**src/sv/perspective_coordinate_map_defines.svh**
```systemverilog
// assertion macros for the perspective coordinate map
// used by the top level only; expects a clk and rst in scope
`ifndef PERSPECTIVE_COORDINATE_MAP_DEFINES_SVH
`define PERSPECTIVE_COORDINATE_MAP_DEFINES_SVH

// same-cycle implication, off during reset
`define PCM_ASSERT_IMP(lbl, ante, cons, msg) \
  lbl: assert property (@(posedge clk) disable iff (rst) (ante) |-> (cons)) else $error(msg);

// next-cycle implication, off during reset
`define PCM_ASSERT_NXT(lbl, ante, cons, msg) \
  lbl: assert property (@(posedge clk) disable iff (rst) (ante) |=> (cons)) else $error(msg);

`endif

```
**src/sv/pcm_pkg.sv**
```systemverilog
// shared types and constants for the perspective coordinate map
// no dependencies
package pcm_pkg;

  localparam int COORD_BITS = 12;
  localparam int COEF_W     = 32;
  localparam int IN_W       = 12;
  localparam int Q_W        = 24;
  localparam int PROD_W     = COEF_W + COORD_BITS + 1;
  localparam int NUM_W      = PROD_W + 2;
  localparam int DIV_W      = NUM_W + Q_W + 1;
  localparam int N_COEF     = 8;
  localparam int IDX_W      = 4;

  localparam logic signed [COEF_W-1:0] Q_ONE = 32'sd65536;

  typedef enum logic [IDX_W-1:0] {
    REG_A = 4'd0, REG_B = 4'd1, REG_C = 4'd2, REG_D = 4'd3,
    REG_E = 4'd4, REG_F = 4'd5, REG_G = 4'd6, REG_H = 4'd7
  } reg_idx_t;

  typedef struct packed {
    logic [IN_W-1:0] out_col;
    logic [IN_W-1:0] out_row;
  } pix_in_t;

  typedef struct packed {
    logic signed [Q_W-1:0] src_col;
    logic signed [Q_W-1:0] src_row;
    logic                  invalid;
  } pix_out_t;

  typedef logic [N_COEF-1:0][COEF_W-1:0] coef_bank_t;

  // per-item flags that ride along with the divider chain
  typedef struct packed {
    logic zero_den;
    logic nx_neg;
    logic nx_zero;
    logic ny_neg;
    logic ny_zero;
    logic neg_x;
    logic neg_y;
    logic ovf_x;
    logic ovf_y;
  } side_t;

endpackage

```
**src/sv/pcm_div_cell.sv**
```systemverilog
// one restoring-division cell: one quotient bit for each axis
// depends on pcm_pkg
module pcm_div_cell (
  input  logic                    clk,
  input  logic                    rst,
  input  logic                    en,
  input  logic                    vld_in,
  input  pcm_pkg::side_t          side_in,
  input  logic [pcm_pkg::DIV_W-1:0] rx_in,
  input  logic [pcm_pkg::DIV_W-1:0] ry_in,
  input  logic [pcm_pkg::DIV_W-1:0] ds_in,
  input  logic [pcm_pkg::Q_W-1:0]   qx_in,
  input  logic [pcm_pkg::Q_W-1:0]   qy_in,
  output logic                    vld_out,
  output pcm_pkg::side_t          side_out,
  output logic [pcm_pkg::DIV_W-1:0] rx_out,
  output logic [pcm_pkg::DIV_W-1:0] ry_out,
  output logic [pcm_pkg::DIV_W-1:0] ds_out,
  output logic [pcm_pkg::Q_W-1:0]   qx_out,
  output logic [pcm_pkg::Q_W-1:0]   qy_out
);
  import pcm_pkg::*;

  logic ge_x, ge_y;

  assign ge_x = (rx_in >= ds_in);
  assign ge_y = (ry_in >= ds_in);

  always_ff @(posedge clk) begin
    if (rst) begin
      vld_out <= 1'b0;
    end else if (en) begin
      vld_out <= vld_in;
    end
  end

  always_ff @(posedge clk) begin
    if (en) begin
      side_out <= side_in;
      rx_out   <= ge_x ? rx_in - ds_in : rx_in;
      ry_out   <= ge_y ? ry_in - ds_in : ry_in;
      ds_out   <= ds_in >> 1;
      qx_out   <= {qx_in[Q_W-2:0], ge_x};
      qy_out   <= {qy_in[Q_W-2:0], ge_y};
    end
  end

endmodule

```
**config.mk**
```make
export PLATFORM = sky130hd
export DESIGN_NAME = pcm_div_cell
export DESIGN_NICKNAME = d
export VERILOG_FILES = /design/src/sv/perspective_coordinate_map_defines.svh /design/src/sv/pcm_pkg.sv /design/src/sv/pcm_div_cell.sv
export SDC_FILE = /design/constraint.sdc
export NUM_CORES = 1
export LEC_CHECK = 0
export ABC_AREA = 1
export BUFFER_PORTS_ARGS = -buffer_cell sky130_fd_sc_hd__buf_2
export CAP_MARGIN = 15
export CORE_MARGIN = 8
export CORE_UTILIZATION = 40
export CTS_CLUSTER_SIZE = 10
export DETAILED_ROUTE_END_ITERATION = 8
export SLEW_MARGIN = 20
export SYNTH_ARGS = -nofsm -noshare
export SYNTH_HDL_FRONTEND = slang
export SYNTH_SLANG_ARGS = --single-unit
```
**constraint.sdc**
```tcl
create_clock -name clk -period 6.4 [get_ports clk]
set_input_delay 0.32 -clock clk [delete_from_list [all_inputs] [get_ports clk]]
set_output_delay 0.32 -clock clk [all_outputs]
set_load 0.03 [all_outputs]
```
After elaboration in Yosys (flattened, before gate mapping) --
Index checks and enable logic that the tools add are counted.
Storage, ports and cells: input port bits 277, register bits after elaboration 273, logic and storage cells 21
Cells by class: magnitude comparators 2, mux-type cells 2, $add $sub $neg 2
Operator list (number):
- $ge 72x72->1 | 2
- $mux 72 | 2
- $sub 72x72->72 | 2

Longest topological paths before layout --
word-level depth 2, mapped depth 18, gate-level depth less buffers 17

Worst setup path after synthesis --
OpenSTA, ideal clock, no wires.
path kind input -> register, from in ry_in[0] (netlist name), to reg ry_out[64] (netlist name) (data pin), cell stages on the path 18, data required time 6.147 ns, buffers on the path 1, arrival time 2.033 ns, path slack 4.114 ns, setup time 0.253 ns, cells stage by stage inv_1 > ha_1 > fa_1 > inv_1 > nand2_1 > nand2_1 > nand3_1 > nand2_1 > nand2_1 > nand3_2 > nand2_2 > nand3_2 > nand2_2 > nand2_4 > inv_2 > buf_2 > nand2_1 > nand2_1
On the way: cells in the longest elaborated chain, start to end 2
RTL lines:
- from (decl) | RTL line pcm_div_cell.sv:10 | input logic [pcm_pkg::DIV_W-1:0] ry_in,
- $sub 72x72->72 or $ge 72x72->1 (tied branches) | RTL line pcm_div_cell.sv:41, pcm_div_cell.sv:27
- $mux 72 (*) | RTL line pcm_div_cell.sv:41 | ry_out <= ge_y ? ry_in - ds_in : ry_in;
- to (signal assigned) | RTL line pcm_div_cell.sv:41
- to (decl) | RTL line pcm_div_cell.sv:17 | output logic [pcm_pkg::DIV_W-1:0] ry_out,
Every way passes the cells marked *; elsewhere a longest branch is shown, timed or not. A chain may end at the register's enable or synchronous reset.

Worst setup path after layout --
from in ds_in[7] (netlist name), to reg ry_out[41] (netlist name) (data pin)
On the way: cells in the longest elaborated chain, start to end 2
RTL lines:
- from (decl) | RTL line pcm_div_cell.sv:11 | input logic [pcm_pkg::DIV_W-1:0] ds_in,
- $sub 72x72->72 or $ge 72x72->1 (tied branches) | RTL line pcm_div_cell.sv:41, pcm_div_cell.sv:27
- $mux 72 (*) | RTL line pcm_div_cell.sv:41
Marked as above.

==> metrics.txt <==
most frequent cell after synthesis nand2_1; period utilisation layout 0.5840; Slew Limit Headroom 0.4076; layout cells sized above 1 0.1651; RSZ-0062 raised after global routing false; Post-Syn Area 23140 um^2; routed vias/inst 4.926; HP Class in -> reg; DRC violations left 0; total vias in the final route 24.27k; hold path depth 3; Final Max Tran Viols 0; antenna-violating nets left 0; number of I/O port buffers 547; Reg clk slew, reported paths 0.06 ns; final layout net count 4558; vias in the first global route 23.56k; fmax 267.5 MHz; Post-Synthesis Cells 3463; most frequent cells after synthesis 1472 x nand2_1, 656 x inv_1, 272 x edfxtp_1; Max Cap Violations 0; top_reg_cell synth edfxtp_1; crit-path max FO 59; Yosys Warn Count 0; Root Buffer clkbuf_16; Final WS setup 2.662 ns; Total Neg Setup Slack 0 ns; endpoint class of the critical path flop; depth of the CTS H-tree 2; Psw 0.002543 W; CTS buffer count 35; Sink Count 273; worst clock skew 0 ns; CTS tree done; setup violators final 0; area of the die 65820 um^2; Wirelength per Cell 20.34 um; register bit total from synthesis 273; First-pass DRT Iterations 6; worst slew pin tran 0.8886 ns; total track usage 0.2913; Reg-to-Reg End vld_out$_SDFFE_PP0P_; Clock power frac 0.278; end-of-flow core utilization 0.5009; power per cell area 226.0 nW/um^2; Net Count, Synth 3886; worst r2r src vld_out$_SDFFE_PP0P_; Synth top area share 0.3529; Synth area leaders edfxtp_1 35%, nand2_1 24%, inv_1 11%, ha_1 7.8%, nor2_1 4.1%; clk_lat worst skew 0.54 ns; R2R cell count 2; area leader, netlist edfxtp_1; Crit Path Category in -> reg; Period minus WS final 3.738 ns; logic gate share of total power 0.373; die height 256.5 um; final hold violations 0; Post-Route WL 100200 um; first-pass GRT wire length 145800 um; Net Sw Frac 0.3908; outcome complete, no violations; post-synthesis sequential area ratio 0.3538; synthesized area per cell 6.683 um^2; post-synthesis async set-or-reset flop share 0; Peak VDD IR 0.0001878 V; Hold Path End rx_out[20]$_DFFE_PP_; Max Buffers Root-to-Sink 3; # IOs 551; Worst Setup Start Kind primary input; Placement Setup Slack 2.627 ns; Pint 0.003964 W; gpl congestion 0.9805; HP Start rx_in[20]; core area 57480 um^2; required time worst endpoint 6.80 ns; initial detailed-routing violation count 2043; sequential fraction of design power 0.349; synth unique cells 34; number of synthesized flops with an enable pin 272; DP HPWL 85180 um; antenna violations before repair 10; synthesis-to-layout area growth 24.39%; CP arrival 4.13 ns; CTS-repair resized insts 0; Starting Density 0.4027; pin count of the biggest net entering global routing 144; Core Rows 88; FF-to-FF setup slack 5.79 ns; GRT overflow 0; P_leak 15.65 nW; Die W 256.5 um
## metal layers
metal | global-route usage | vias to the layer above | routed length [um]
met4 | 0.09976 | 2 | 3543
met1 | 0.3781 | 11140 | 43260
li1 | - | 12120 | -
met5 | 0 | - | 11
met2 | 0.4917 | 861 | 47010
met3 | 0.04302 | 144 | 6385
## power by group through the flow
| stage | Clock, W | Sequential (W) | Combinational (W) |
|---|---|---|---|
| after floorplan | 0 | 0.00274 | 0.00111 |
| after global placement | 0 | 0.00230 | 0.00234 |
| after detailed placement | 0 | 0.00231 | 0.00235 |
| after CTS | 0.00185 | 0.00227 | 0.00241 |
| after global routing | 0.00191 | 0.00229 | 0.00262 |
| final | 0.00181 | 0.00227 | 0.00242 |
## stage by stage
step	hold slack (ns)	instances	cell area [um^2]	power (W)
6_report	0.04246	4926	28790	0.006507
3_3_place_gp	0.4826	4750	26630	0.004646
2_1_floorplan	0.3924	3463	23140	0.003849
4_1_cts	0.01687	4919	28770	0.006527
5_1_grt	0.03159	4925	28790	0.006825
3_5_place_dp	0.4830	4750	26630	0.004653
## layout make-up
class,instances,area (um^2)
Timing Repair Buffer,666,3936
Sequential cell,273,8188
Fill cell,6047,28690
Clock buffer,47,952.2
Clock inverter,9,61.31
Tap cell,765,957.2
Multi-Input combinational cell,2495,12180
Antenna cell,7,17.52
Inverter,664,2492
## cell usage in the layout, fill, tap and decap left out, types with 26 or more instances in the layout
cell type,netlist,layout
xor2_1,74,74
nor2_1,253,253
dlygate4sd3_1,0,113
a21oi_1,159,159
buf_2,18,546
inv_1,656,656
clkbuf_16,0,36
nand3_2,44,44
nand3_1,134,134
edfxtp_1,272,272
nand3b_1,26,26
nand2_1,1472,1472
o21ai_0,62,62
ha_1,144,144
## worst max-delay path: stages
cell and delay (ns):
dlygate4sd3_1 0.54, buf_2 0.14, inv_1 0.13, ha_1 0.39, nand2_1 0.13, nor2_2 0.21
nand3_1 0.13, nand2_1 0.20, nand2_1 0.10, nand3_2 0.15, nand2_2 0.11, nand3_2 0.10
nand2_2 0.07, nand2_4 0.23, buf_4 0.65, nand3_1 0.35, nand2_1 0.15
## what timing repair did
item,CTS,global route
endpoints found under the hold margin,113,0
buffers inserted,0,0
hold buffers,113,0
## flip-flops by register name, indices dropped and copies added (netlist names)
signal	flops
side_out	9
qx_out	24
vld_out	1
qy_out	24
rx_out	72
ds_out	71
ry_out	72
## worst max-delay path by stage
| stage | start | to | slack, ns |
|---|---|---|---|
| floorplan | ry_in[0] | ry_out[64]$_DFFE_PP_ | 4.11 |
| global placement | ds_in[37] | rx_out[42]$_DFFE_PP_ | 2.65 |
| detailed placement | ds_in[37] | rx_out[42]$_DFFE_PP_ | 2.63 |
| CTS | ds_in[35] | rx_out[42]$_DFFE_PP_ | 2.79 |
| global route | ds_in[12] | rx_out[42]$_DFFE_PP_ | 2.54 |
| finish | ds_in[7] | ry_out[41]$_DFFE_PP_ | 2.66 |
## kinds of logic after synthesis
| logic type | share of synthesized area |
|---|---|
| compound gates | 0.05514 |
| xor+xnor | 0.02876 |
| fa+ha+maj | 0.07958 |
| buf+inv | 0.1198 |
| flops | 0.3538 |
| mux | 0.0004325 |
| other cells | 0.0001620 |
| simple gates | 0.3624 |
Note: power is estimated with default switching activity, not from simulation.
